<file path="config.mk">
export PLATFORM = sky130hd
export DESIGN_NAME = ordered_list_engine_unit_flat
export DESIGN_NICKNAME = d
export VERILOG_FILES = /design/src/ole_pkg.sv /design/src/ole_in_if.sv /design/src/ole_out_if.sv /design/src/ordered_list_engine_unit.sv /design/src/ole_ram.sv /design/src/ole_ctrl.sv /design/src/ole_dp.sv /design/src/flat_wrapper.sv
export SDC_FILE = /design/constraint.sdc
export NUM_CORES = 1
export LEC_CHECK = 0
export ABC_AREA = 1
export BUFFER_PORTS_ARGS = -buffer_cell sky130_fd_sc_hd__buf_2
export CORE_MARGIN = 5
export CORE_UTILIZATION = 61
export DETAILED_ROUTE_END_ITERATION = 16
export PLACE_DENSITY = 0.79
export SLEW_MARGIN = 20
export SYNTH_ARGS = -nofsm -noshare
export SYNTH_HDL_FRONTEND = slang
export SYNTH_SLANG_ARGS = --single-unit
</file>
<file path="constraint.sdc">
create_clock -name clk -period 7.1 [get_ports clk]
set_input_delay 0.71 -clock clk [delete_from_list [all_inputs] [get_ports clk]]
set_output_delay 0.71 -clock clk [all_outputs]
set_load 0.01 [all_outputs]
</file>
<file path="src/ole_pkg.sv">
// ----------------------------------------------------------------------------
// ole_pkg
// Shared types and constants for the ordered list engine: command and status
// codes, controller states, datapath operations and datapath status.
// ----------------------------------------------------------------------------
`default_nettype none

package ole_pkg;

  // Defaults for the top level parameters
  localparam int CAPACITY_DEF   = 16;
  localparam int DATA_WIDTH_DEF = 32;

  // Fixed field widths of the channel words
  localparam int CMD_W  = 4;
  localparam int VAL_W  = 32;
  localparam int POS_W  = 5;
  localparam int STAT_W = 2;
  localparam int CNT_W  = 5;

  // Command codes
  typedef enum logic [CMD_W-1:0] {
    CMD_PUSH_FRONT = 4'd0,
    CMD_PUSH_BACK  = 4'd1,
    CMD_POP_FRONT  = 4'd2,
    CMD_POP_BACK   = 4'd3,
    CMD_INSERT     = 4'd4,
    CMD_REMOVE     = 4'd5,
    CMD_GET        = 4'd6,
    CMD_FIND       = 4'd7,
    CMD_CLEAR      = 4'd8
  } ole_cmd_t;

  // Result status codes
  typedef enum logic [STAT_W-1:0] {
    ST_OK    = 2'd0,
    ST_EMPTY = 2'd1,
    ST_INDEX = 2'd2,
    ST_FULL  = 2'd3
  } ole_status_t;

  // Command class after decode
  typedef enum logic [2:0] {
    KIND_NONE,
    KIND_INS,
    KIND_REM,
    KIND_GET,
    KIND_FIND,
    KIND_CLR
  } ole_kind_t;

  // Datapath operations issued by the controller
  typedef enum logic [3:0] {
    OP_IDLE,
    OP_LOAD,
    OP_DECODE,
    OP_MOVE_RD,
    OP_MOVE_WR,
    OP_PUT,
    OP_SHRINK,
    OP_GET_RD,
    OP_GET_CAP,
    OP_FIND_RD,
    OP_FIND_CMP,
    OP_FRONT_RD,
    OP_BACK_RD,
    OP_BACK_CAP,
    OP_OUT
  } ole_op_t;

  // Controller states
  typedef enum logic [3:0] {
    S_IDLE,
    S_DECODE,
    S_MOVE_RD,
    S_MOVE_WR,
    S_PUT,
    S_SHRINK,
    S_GET_RD,
    S_GET_CAP,
    S_FIND_RD,
    S_FIND_CMP,
    S_FRONT_RD,
    S_BACK_RD,
    S_BACK_CAP,
    S_DONE
  } ole_state_t;

  // Datapath status seen by the controller
  typedef struct packed {
    ole_kind_t dec_kind;     // class of the loaded command
    logic      dec_err;      // command is rejected, state unchanged
    logic      dec_no_move;  // no entry has to shift
    logic      count_zero;   // list is empty
    ole_kind_t cur_kind;     // class latched at decode
    logic      move_last;    // current shift step is the final one
    logic      find_last;    // current compare is on the last entry
    logic      out_busy;     // result register still holds an untaken word
  } ole_dp_stat_t;

endpackage

`default_nettype wire

</file>
<file path="src/ole_in_if.sv">
// ----------------------------------------------------------------------------
// ole_in_if
// Command channel: valid/ready handshake with command, value and position.
// ----------------------------------------------------------------------------
`default_nettype none

interface ole_in_if
  import ole_pkg::*;
();
  logic                    valid;
  logic                    ready;
  logic [CMD_W-1:0]        command;
  logic signed [VAL_W-1:0] value;
  logic [POS_W-1:0]        position;

  modport source (output valid, output command, output value, output position,
                  input ready);
  modport sink   (input valid, input command, input value, input position,
                  output ready);
endinterface

`default_nettype wire

</file>
<file path="src/ole_out_if.sv">
// ----------------------------------------------------------------------------
// ole_out_if
// Result channel: valid/ready handshake with status, read value, found flag,
// front and back values and entry count.
// ----------------------------------------------------------------------------
`default_nettype none

interface ole_out_if
  import ole_pkg::*;
();
  logic                    valid;
  logic                    ready;
  logic [STAT_W-1:0]       status;
  logic signed [VAL_W-1:0] read_value;
  logic                    found;
  logic signed [VAL_W-1:0] front_value;
  logic signed [VAL_W-1:0] back_value;
  logic [CNT_W-1:0]        entry_count;

  modport source (output valid, output status, output read_value, output found,
                  output front_value, output back_value, output entry_count,
                  input ready);
  modport sink   (input valid, input status, input read_value, input found,
                  input front_value, input back_value, input entry_count,
                  output ready);
endinterface

`default_nettype wire

</file>
<file path="src/ordered_list_engine_unit.sv">
// ----------------------------------------------------------------------------
// ordered_list_engine_unit
// Ordered list of up to CAPACITY signed words with deque and indexed access.
// ----------------------------------------------------------------------------
// The list lives in a single-port-write, registered-read RAM in index order,
// and the engine works one command at a time. A command is taken only while
// the engine is idle; a finished result waits in the output register, so the
// next command may be taken and run while it is still unread. A get reads one
// entry, a find reads and compares each entry in turn, and a push, pop,
// insert or remove first shifts the entries that must move to open or close
// the gap. The shift and the search move one entry at a time (read, then
// write or compare) through the one RAM read port; after a push, pop, insert
// or remove the front and back entries are read back into registers.
// ----------------------------------------------------------------------------
`default_nettype none

module ordered_list_engine_unit
  import ole_pkg::*;
#(
  parameter int CAPACITY   = CAPACITY_DEF,
  parameter int DATA_WIDTH = DATA_WIDTH_DEF
) (
  input  wire logic   clk,
  input  wire logic   rst_n,
  ole_in_if.sink      in_chan,
  ole_out_if.source   out_chan
);

  ole_op_t      op;
  ole_dp_stat_t stat;
  logic         in_ready;

  assign in_chan.ready = in_ready;

  // controller
  ole_ctrl u_ctrl (
    .clk      (clk),
    .rst_n    (rst_n),
    .in_valid (in_chan.valid),
    .in_ready (in_ready),
    .stat     (stat),
    .op       (op)
  );

  // datapath
  ole_dp #(
    .CAPACITY   (CAPACITY),
    .DATA_WIDTH (DATA_WIDTH)
  ) u_dp (
    .clk             (clk),
    .rst_n           (rst_n),
    .op              (op),
    .stat            (stat),
    .in_command      (in_chan.command),
    .in_value        (in_chan.value),
    .in_position     (in_chan.position),
    .out_valid       (out_chan.valid),
    .out_ready       (out_chan.ready),
    .out_status      (out_chan.status),
    .out_read_value  (out_chan.read_value),
    .out_found       (out_chan.found),
    .out_front_value (out_chan.front_value),
    .out_back_value  (out_chan.back_value),
    .out_entry_count (out_chan.entry_count)
  );

endmodule

`default_nettype wire

</file>
<file path="src/ole_ram.sv">
// ----------------------------------------------------------------------------
// ole_ram
// Generic single-clock RAM: one write port, one read port, registered read.
// ----------------------------------------------------------------------------
`default_nettype none

module ole_ram #(
  parameter int WIDTH = 32,
  parameter int DEPTH = 16
) (
  input  wire logic                     clk,
  input  wire logic                     we,
  input  wire logic [$clog2(DEPTH)-1:0] waddr,
  input  wire logic [WIDTH-1:0]         wdata,
  input  wire logic [$clog2(DEPTH)-1:0] raddr,
  output logic      [WIDTH-1:0]         rdata
);

  logic [WIDTH-1:0] mem [DEPTH];

  // write port
  always_ff @(posedge clk) begin
    if (we) begin
      mem[waddr] <= wdata;
    end
  end

  // registered read port
  always_ff @(posedge clk) begin
    rdata <= mem[raddr];
  end

endmodule

`default_nettype wire

</file>
<file path="src/ole_ctrl.sv">
// ----------------------------------------------------------------------------
// ole_ctrl
// Controller of the ordered list engine: sequences decode, entry shifts,
// reads, the search scan, the front/back refresh and the result hand-off.
// ----------------------------------------------------------------------------
`default_nettype none

module ole_ctrl
  import ole_pkg::*;
(
  input  wire logic         clk,
  input  wire logic         rst_n,
  input  wire logic         in_valid,
  output logic              in_ready,
  input  wire ole_dp_stat_t stat,
  output ole_op_t           op
);

  ole_state_t state_r, state_nxt;

  // state register
  always_ff @(posedge clk) begin
    if (!rst_n) begin
      state_r <= S_IDLE;
    end else begin
      state_r <= state_nxt;
    end
  end

  // next state
  always_comb begin
    state_nxt = state_r;
    case (state_r)
      S_IDLE: begin
        if (in_valid) state_nxt = S_DECODE;
      end
      S_DECODE: begin
        if (stat.dec_err) begin
          state_nxt = S_DONE;
        end else begin
          case (stat.dec_kind)
            KIND_INS:  state_nxt = stat.dec_no_move ? S_PUT : S_MOVE_RD;
            KIND_REM:  state_nxt = stat.dec_no_move ? S_SHRINK : S_MOVE_RD;
            KIND_GET:  state_nxt = S_GET_RD;
            KIND_FIND: state_nxt = stat.count_zero ? S_DONE : S_FIND_RD;
            default:   state_nxt = S_DONE;
          endcase
        end
      end
      S_MOVE_RD: state_nxt = S_MOVE_WR;
      S_MOVE_WR: begin
        if (stat.move_last) begin
          state_nxt = (stat.cur_kind == KIND_INS) ? S_PUT : S_SHRINK;
        end else begin
          state_nxt = S_MOVE_RD;
        end
      end
      S_PUT:      state_nxt = S_FRONT_RD;
      S_SHRINK:   state_nxt = S_FRONT_RD;
      S_GET_RD:   state_nxt = S_GET_CAP;
      S_GET_CAP:  state_nxt = S_DONE;
      S_FIND_RD:  state_nxt = S_FIND_CMP;
      S_FIND_CMP: state_nxt = stat.find_last ? S_DONE : S_FIND_RD;
      S_FRONT_RD: state_nxt = S_BACK_RD;
      S_BACK_RD:  state_nxt = S_BACK_CAP;
      S_BACK_CAP: state_nxt = S_DONE;
      S_DONE: begin
        if (!stat.out_busy) state_nxt = S_IDLE;
      end
      default:    state_nxt = S_IDLE;
    endcase
  end

  // outputs
  always_comb begin
    in_ready = 1'b0;
    op       = OP_IDLE;
    case (state_r)
      S_IDLE: begin
        in_ready = 1'b1;
        op       = in_valid ? OP_LOAD : OP_IDLE;
      end
      S_DECODE:   op = OP_DECODE;
      S_MOVE_RD:  op = OP_MOVE_RD;
      S_MOVE_WR:  op = OP_MOVE_WR;
      S_PUT:      op = OP_PUT;
      S_SHRINK:   op = OP_SHRINK;
      S_GET_RD:   op = OP_GET_RD;
      S_GET_CAP:  op = OP_GET_CAP;
      S_FIND_RD:  op = OP_FIND_RD;
      S_FIND_CMP: op = OP_FIND_CMP;
      S_FRONT_RD: op = OP_FRONT_RD;
      S_BACK_RD:  op = OP_BACK_RD;
      S_BACK_CAP: op = OP_BACK_CAP;
      S_DONE:     op = stat.out_busy ? OP_IDLE : OP_OUT;
      default:    op = OP_IDLE;
    endcase
  end

endmodule

`default_nettype wire

</file>
<file path="src/ole_dp.sv">
// ----------------------------------------------------------------------------
// ole_dp
// Datapath of the ordered list engine: command registers, decode, entry
// count, shift index, entry RAM, front/back copies and the result register.
// ----------------------------------------------------------------------------
`default_nettype none

module ole_dp
  import ole_pkg::*;
#(
  parameter int CAPACITY   = CAPACITY_DEF,
  parameter int DATA_WIDTH = DATA_WIDTH_DEF
) (
  input  wire logic                    clk,
  input  wire logic                    rst_n,
  input  wire ole_op_t                 op,
  output ole_dp_stat_t                 stat,
  // command word
  input  wire logic [CMD_W-1:0]        in_command,
  input  wire logic signed [VAL_W-1:0] in_value,
  input  wire logic [POS_W-1:0]        in_position,
  // result word
  output logic                         out_valid,
  input  wire logic                    out_ready,
  output logic [STAT_W-1:0]            out_status,
  output logic signed [VAL_W-1:0]      out_read_value,
  output logic                         out_found,
  output logic signed [VAL_W-1:0]      out_front_value,
  output logic signed [VAL_W-1:0]      out_back_value,
  output logic [CNT_W-1:0]             out_entry_count
);

  localparam int AW = $clog2(CAPACITY);
  localparam int CW = $clog2(CAPACITY + 1);
  localparam int PW = (CW > POS_W) ? CW : POS_W;
  localparam int DW = DATA_WIDTH;

  // command registers
  ole_cmd_t               cmd_r;
  logic signed [DW-1:0]   val_r;
  logic [POS_W-1:0]       pos_r;

  // list state and sequencing
  logic [CW-1:0]          count_r;
  logic [CW-1:0]          idx_r;
  logic [CW-1:0]          at_r;
  ole_kind_t              kind_r;
  ole_status_t            status_r;
  logic signed [DW-1:0]   rd_r;
  logic                   hit_r;
  logic signed [DW-1:0]   front_r;
  logic signed [DW-1:0]   back_r;

  // RAM ports
  logic                   ram_we;
  logic [AW-1:0]          ram_waddr;
  logic [DW-1:0]          ram_wdata;
  logic [AW-1:0]          ram_raddr;
  logic [DW-1:0]          ram_rdata;

  // decode
  ole_kind_t              dec_kind;
  ole_status_t            dec_status;
  logic [CW-1:0]          dec_at;
  logic                   dec_no_move;
  logic                   full;
  logic                   empty;
  logic                   pos_ge;
  logic [CW:0]            at_p1;

  assign full   = (count_r == CW'(CAPACITY));
  assign empty  = (count_r == '0);
  assign pos_ge = (PW'(pos_r) >= PW'(count_r));

  always_comb begin
    dec_kind    = KIND_NONE;
    dec_status  = ST_OK;
    dec_at      = '0;
    case (cmd_r)
      CMD_PUSH_FRONT, CMD_PUSH_BACK, CMD_INSERT: begin
        dec_kind = KIND_INS;
        if (full) dec_status = ST_FULL;
        if (cmd_r == CMD_PUSH_FRONT) begin
          dec_at = '0;
        end else if (cmd_r == CMD_PUSH_BACK || pos_ge) begin
          dec_at = count_r;
        end else begin
          dec_at = CW'(pos_r);
        end
      end
      CMD_POP_FRONT, CMD_POP_BACK, CMD_REMOVE: begin
        dec_kind = KIND_REM;
        if (cmd_r == CMD_POP_FRONT) begin
          dec_at = '0;
        end else if (cmd_r == CMD_POP_BACK) begin
          dec_at = count_r - CW'(1);
        end else begin
          dec_at = CW'(pos_r);
        end
        if (empty) begin
          dec_status = ST_EMPTY;
        end else if (cmd_r == CMD_REMOVE && pos_ge) begin
          dec_status = ST_INDEX;
        end
      end
      CMD_GET: begin
        dec_kind = KIND_GET;
        if (empty) begin
          dec_status = ST_EMPTY;
        end else if (pos_ge) begin
          dec_status = ST_INDEX;
        end
      end
      CMD_FIND:  dec_kind = KIND_FIND;
      CMD_CLEAR: dec_kind = KIND_CLR;
      default:   dec_kind = KIND_NONE;
    endcase
  end

  // nothing to shift: insert lands past the last entry, or removal of the last
  assign at_p1 = {1'b0, dec_at} + (CW+1)'(1);
  always_comb begin
    if (dec_kind == KIND_INS) begin
      dec_no_move = (dec_at == count_r);
    end else begin
      dec_no_move = (at_p1 >= {1'b0, count_r});
    end
  end

  // status toward the controller
  always_comb begin
    stat.dec_kind    = dec_kind;
    stat.dec_err     = (dec_status != ST_OK);
    stat.dec_no_move = dec_no_move;
    stat.count_zero  = empty;
    stat.cur_kind    = kind_r;
    if (kind_r == KIND_INS) begin
      stat.move_last = ({1'b0, idx_r} == ({1'b0, at_r} + (CW+1)'(1)));
    end else begin
      stat.move_last = (({1'b0, idx_r} + (CW+1)'(2)) >= {1'b0, count_r});
    end
    stat.find_last = (({1'b0, idx_r} + (CW+1)'(1)) >= {1'b0, count_r});
    stat.out_busy  = out_valid & ~out_ready;
  end

  // RAM address and write selection
  always_comb begin
    ram_we    = 1'b0;
    ram_waddr = AW'(idx_r);
    ram_wdata = ram_rdata;
    ram_raddr = AW'(idx_r);
    case (op)
      OP_MOVE_RD: begin
        if (kind_r == KIND_INS) begin
          ram_raddr = AW'(idx_r - CW'(1));
        end else begin
          ram_raddr = AW'(idx_r + CW'(1));
        end
      end
      OP_MOVE_WR: ram_we = 1'b1;
      OP_PUT: begin
        ram_we    = 1'b1;
        ram_waddr = AW'(at_r);
        ram_wdata = val_r;
      end
      OP_GET_RD:   ram_raddr = AW'(pos_r);
      OP_FRONT_RD: ram_raddr = '0;
      OP_BACK_RD:  ram_raddr = AW'(count_r - CW'(1));
      default:     ram_raddr = AW'(idx_r);
    endcase
  end

  ole_ram #(
    .WIDTH (DW),
    .DEPTH (CAPACITY)
  ) u_ram (
    .clk   (clk),
    .we    (ram_we),
    .waddr (ram_waddr),
    .wdata (ram_wdata),
    .raddr (ram_raddr),
    .rdata (ram_rdata)
  );

  // control registers: count and result valid
  always_ff @(posedge clk) begin
    if (!rst_n) begin
      count_r   <= '0;
      out_valid <= 1'b0;
    end else begin
      if (op == OP_DECODE && dec_kind == KIND_CLR) begin
        count_r <= '0;
      end else if (op == OP_PUT) begin
        count_r <= count_r + CW'(1);
      end else if (op == OP_SHRINK) begin
        count_r <= count_r - CW'(1);
      end
      if (op == OP_OUT) begin
        out_valid <= 1'b1;
      end else if (out_ready) begin
        out_valid <= 1'b0;
      end
    end
  end

  // payload registers
  always_ff @(posedge clk) begin
    case (op)
      OP_LOAD: begin
        cmd_r <= ole_cmd_t'(in_command);
        val_r <= DW'(in_value);
        pos_r <= in_position;
        rd_r  <= '0;
        hit_r <= 1'b0;
      end
      OP_DECODE: begin
        kind_r   <= dec_kind;
        status_r <= dec_status;
        at_r     <= dec_at;
        idx_r    <= (dec_kind == KIND_INS) ? count_r :
                    ((dec_kind == KIND_FIND) ? '0 : dec_at);
      end
      OP_MOVE_WR: begin
        if (kind_r == KIND_INS) begin
          idx_r <= idx_r - CW'(1);
        end else begin
          idx_r <= idx_r + CW'(1);
        end
      end
      OP_GET_CAP: rd_r <= $signed(ram_rdata);
      OP_FIND_CMP: begin
        if (ram_rdata == val_r) hit_r <= 1'b1;
        idx_r <= idx_r + CW'(1);
      end
      OP_BACK_RD:  front_r <= $signed(ram_rdata);
      OP_BACK_CAP: back_r  <= $signed(ram_rdata);
      OP_OUT: begin
        out_status      <= status_r;
        out_read_value  <= VAL_W'(rd_r);
        out_found       <= hit_r;
        out_front_value <= empty ? '0 : VAL_W'(front_r);
        out_back_value  <= empty ? '0 : VAL_W'(back_r);
        out_entry_count <= CNT_W'(count_r);
      end
      default: begin
      end
    endcase
  end

endmodule

`default_nettype wire

</file>
<file path="src/flat_wrapper.sv">
// flat-port wrapper written by rule: the top's interface ports become plain ports
module ordered_list_engine_unit_flat import ole_pkg::*;
#(
  parameter int CAPACITY   = CAPACITY_DEF,
  parameter int DATA_WIDTH = DATA_WIDTH_DEF
)
  (clk, rst_n, in_chan_valid, in_chan_command, in_chan_value, in_chan_position, in_chan_ready, out_chan_valid, out_chan_status, out_chan_read_value, out_chan_found, out_chan_front_value, out_chan_back_value, out_chan_entry_count, out_chan_ready);
  ole_in_if in_chan_i ();
  ole_out_if out_chan_i ();
  input  wire logic clk;
  input  wire logic rst_n;
  input wire logic [$bits(in_chan_i.valid)-1:0] in_chan_valid;
  input wire logic [$bits(in_chan_i.command)-1:0] in_chan_command;
  input wire logic [$bits(in_chan_i.value)-1:0] in_chan_value;
  input wire logic [$bits(in_chan_i.position)-1:0] in_chan_position;
  output wire logic [$bits(in_chan_i.ready)-1:0] in_chan_ready;
  output wire logic [$bits(out_chan_i.valid)-1:0] out_chan_valid;
  output wire logic [$bits(out_chan_i.status)-1:0] out_chan_status;
  output wire logic [$bits(out_chan_i.read_value)-1:0] out_chan_read_value;
  output wire logic [$bits(out_chan_i.found)-1:0] out_chan_found;
  output wire logic [$bits(out_chan_i.front_value)-1:0] out_chan_front_value;
  output wire logic [$bits(out_chan_i.back_value)-1:0] out_chan_back_value;
  output wire logic [$bits(out_chan_i.entry_count)-1:0] out_chan_entry_count;
  input wire logic [$bits(out_chan_i.ready)-1:0] out_chan_ready;
  assign in_chan_i.valid = in_chan_valid;
  assign in_chan_i.command = in_chan_command;
  assign in_chan_i.value = in_chan_value;
  assign in_chan_i.position = in_chan_position;
  assign in_chan_ready = in_chan_i.ready;
  assign out_chan_valid = out_chan_i.valid;
  assign out_chan_status = out_chan_i.status;
  assign out_chan_read_value = out_chan_i.read_value;
  assign out_chan_found = out_chan_i.found;
  assign out_chan_front_value = out_chan_i.front_value;
  assign out_chan_back_value = out_chan_i.back_value;
  assign out_chan_entry_count = out_chan_i.entry_count;
  assign out_chan_i.ready = out_chan_ready;
  ordered_list_engine_unit #(.CAPACITY(CAPACITY), .DATA_WIDTH(DATA_WIDTH)) u_core (.clk(clk), .rst_n(rst_n), .in_chan(in_chan_i), .out_chan(out_chan_i));
endmodule
</file>
==> flow_metrics.py <==
metrics = {
    "layout": {
        "largest_register_ffs": 512,
        "layout.cells.non_filler": 3580,
        "fillers": 3442,
        "syn2layout_area_growth_pct": 13.0,
        "layout-drive-gt1-share_pct": 14.6,
        "fin_nets": 2894,
        "n_antenna_cell": 0,
        "regMostFlops": "u_core.u_dp.u_ram.mem",
    },
    "floorplanning": {
        "core-area_mm2": 0.0538,
        "die_w_um": 243,
        "num_rows": 85,
        "io_pins": 151,
        "die_y_um": 243,
        "die-area_mm2": 0.0591,
        "start_util_pct": 61.6,
    },
    "setup_path": {
        "path_class": "reg2reg",
        "path_buf_inv": 3,
        "endpoint_kind": "flop",
        "crit_family": "compound AO/OA/AOI/OAI gates",
        "worstPathArrival_ns": 4.88,
        "cp_max_fo": 8,
        "critPathMaxStageDelay_ns": 0.55,
        "cp.required_ns": 7.62,
        "crit_top_cell": "nand2_1",
        "cp_cell_sequence": "inv_1 > ha_1 > nand2_1 > inv_1 > a21oi_1 > nand3_1 > nand2_1 > nand2_1 > o21ai_1 > ha_1 > ha_1 > a21boi_0 > o21a_1 > o21ai_0 > nand2_1 > a21oi_1 > nand3_1 > nand3_1 > nand2_1 > nand2_1 > nand3_1 > nand2_1 > inv_1",
        "critical_path.startpoint_type": "flop",
        "cpMaxStageDelayCell": "dfxtp_1",
    },
    "yosys": {
        "synth_top_area_cell": "edfxtp_1",
        "synthXorXnorAreaFrac_pct": 1.06,
        "synth_compound_area_share_pct": 11.2,
        "ys.warnings.count": 0,
        "synth_top_area_share_pct": 69.7,
        "synth_top_family_by_area": "compound AO/OA/AOI/OAI gates",
        "yosys.area_share.simple_pct": 7.44,
        "synth_area_mm2": 0.0332,
        "synthMuxAreaShare_pct": 0.151,
        "synthDistinctLibCells": 49,
        "synthAdderAreaFrac_pct": 1.13,
        "synth.avg_cell_area_um2": 12.5,
        "yosysSeqAreaShare_pct": 72.2,
        "ys_ff_latch": 811,
        "synthesis.nets": 2727,
        "ys_top_cells_by_area": "edfxtp_1 70%, nand2_1 4.8%, inv_1 4.7%, o21ai_0 4.0%, dfxtp_1 2.5%",
        "netlist_instances": 2652,
    },
    "clocking": {
        "ctsHoldBuffers": 0,
        "cts-root-buf": "clkbuf_16",
        "cts_tree": "yes",
        "cts_resized": 0,
        "cts_setup_buffers": 0,
        "cts_max_level": 3,
        "clock_path_buffers": 3,
        "clk_pin_slew_worst_paths_ns": 0.06,
        "cts_made_buffers": 78,
        "clk_latency_ns": 0.63,
        "clkSinkCount": 811,
    },
    "routing": {
        "firstDrtPassIters": 6,
        "viasPerCell": 5.84,
        "detail-route-antenna-nets": 0,
        "wl_per_cell_um": 21.4,
        "drtIter0Drc": 2462,
        "vias": 20916,
        "finalWirelength_um": 76600,
        "drc": 0,
    },
    "grt": {
        "overflow": 0,
        "gr-usage-all-layers_pct": 25.6,
        "grt_pass1_vias": 20126,
        "antenna_found_initial": 3,
        "grt_max_degree": 265,
        "grt_pass1_wl_um": 117000,
    },
    "placed_design": {
        "finalWeightedCongestion": 0.896,
        "port_buffers": 150,
        "dp.cells": 3435,
        "dp_hpwl_um": 44400,
    },
    "timing": {
        "timing.final.crit_share_pct": 61.4,
        "max_slew_margin_pct": 27.9,
        "tightest_slew_ns": 1.08,
        "grt_setup_unrepaired": "no",
        "finalSetupViolations": 0,
        "fin_setup_tns_ns": 0,
        "finalHoldViolations": 0,
        "fmax_mhz": 229,
        "drv_slew": 0,
        "final.setup_skew_ns": 0.0250,
        "finalCriticalPeriod_ns": 4.36,
        "hold_ws_ns": 0.256,
    },
    "power_and_ir_drop": {
        "internal_power_w": 0.0110,
        "p_switching_w": 0.00693,
        "clkPwrFrac_pct": 23.9,
        "p_seq_share_pct": 39.4,
        "powerDensity_mw_per_mm2": 479,
        "leakage_nw": 14.6,
        "combPwrFrac_pct": 36.7,
        "swShare_pct": 38.6,
        "max-vdd-ir-drop_mv": 0.529,
    },
    "job": {
        "drv_cap": 0,
    },
    "run_status": {
        "status": "complete, no violations",
    },
    "min_path": {
        "hold_path_class": "in2reg",
    },
}
==> logic make-up (layout without fill, tap and decap cells) <==
logic type / Yosys count / in the layout
compound gates: 605 / 605
xor+xnor: 40 / 40
fa+ha+maj: 30 / 30
buf+inv: 553 / 785
flops: 811 / 811
mux: 5 / 5
simple gates: 608 / 608
==> power by group through the flow <==
stage | Sequential (W) | Combinational (W) | Clock [W]
final | 0.00707 | 0.00658 | 0.00428
after global routing | 0.00710 | 0.00729 | 0.00455
after CTS | 0.00704 | 0.00648 | 0.00432
after detailed placement | 0.00713 | 0.00638 | 0
after global placement | 0.00711 | 0.00609 | 0
after floorplan | 0.00695 | 0.00467 | 0
==> layout make-up <==
class | count | area (um2) | area share (%)
Clock inverter | 43 | 509 | 1.36
Inverter | 428 | 1620 | 4.32
Multi-Input combinational cell | 1288 | 7130 | 19.0
Sequential cell | 811 | 23900 | 63.9
Clock buffer | 102 | 2190 | 5.83
Tap cell | 696 | 871 | 2.32
Timing Repair Buffer | 212 | 1230 | 3.28
==> through the flow <==
step                power (W)  setup WS (ns)  cell area (um2)  utilization [%]
finish                 0.0179           2.74            37500             69.6
global route           0.0189           2.18            37500             69.6
CTS                    0.0178           2.80            37500             69.6
detailed placement     0.0135           2.82            34800             64.6
global placement       0.0132           2.94            34800             64.6
floorplan              0.0116          0.705            33200                -
==> placed cells by master (no fill, tap or decap), types with 3 or more instances in the layout <==
cell type / instances
o221ai_1: 57
o22ai_1: 3
clkinv_4: 3
o2111ai_1: 4
clkbuf_8: 8
xor2_1: 21
clkbuf_16: 81
dfxtp_1: 42
nand4_1: 14
nand2_1: 426
nor3_1: 3
clkbuf_1: 13
clkinv_2: 10
clkinv_1: 14
o21ai_0: 265
or2_2: 5
ha_1: 30
inv_2: 12
a21oi_1: 91
nor2_4: 20
o21ai_1: 80
mux2i_1: 5
xnor2_1: 19
edfxtp_1: 769
o21a_1: 3
nor2_2: 6
o211ai_1: 48
nand3_1: 58
nor2_1: 66
nor4_1: 4
inv_1: 414
o211ai_2: 35
buf_2: 150
bufinv_16: 9
buf_4: 61
a31oi_1: 4
==> cells in the mapped netlist, drive strengths merged <==
library cell  instances
a31oi                 4
nand3                59
a221oi                2
nor2                 92
a21oi                92
nor4                  4
nand2               428
nand4                14
clkinv                1
o21ai               347
o41ai                 1
xnor2                19
nor3                  3
clkbuf               60
ha                   30
dfxtp                42
or2                   5
o211ai               83
o21a                  4
o22ai                 5
nand3b                1
o221ai               58
o21bai                1
edfxtp              769
o2111ai               4
buf                  65
inv                 427
o31ai                 1
and2                  1
mux2i                 5
or3                   1
a211oi                1
a21boi                2
xor2                 21
==> final timing paths <==
path,slack (ns),endpoint,startpoint,cells after the start
setup reg to reg,2.74,u_core.u_ctrl.state_r[2]$_SDFFE_PN0P_,u_core.u_dp.count_r[3]$_SDFFE_PP0P_,23
hold reg to reg,0.42,u_core.u_dp.out_found$_DFFE_PP_,u_core.u_dp.hit_r$_DFFE_PP_,0
hold / removal,0.26,u_core.u_dp.cmd_r[1]$_DFFE_PP_,in_chan_command[1],1
setup / recovery,2.74,u_core.u_ctrl.state_r[2]$_SDFFE_PN0P_,u_core.u_dp.count_r[3]$_SDFFE_PP0P_,23
==> metal layers <==
layer	wire (um)	GRT usage [%]
met1	30000	36.8
met2	36000	40.7
met3	8730	4.86
met4	1850	7.66
met5	0	0
(Power assumes the default switching activity.)
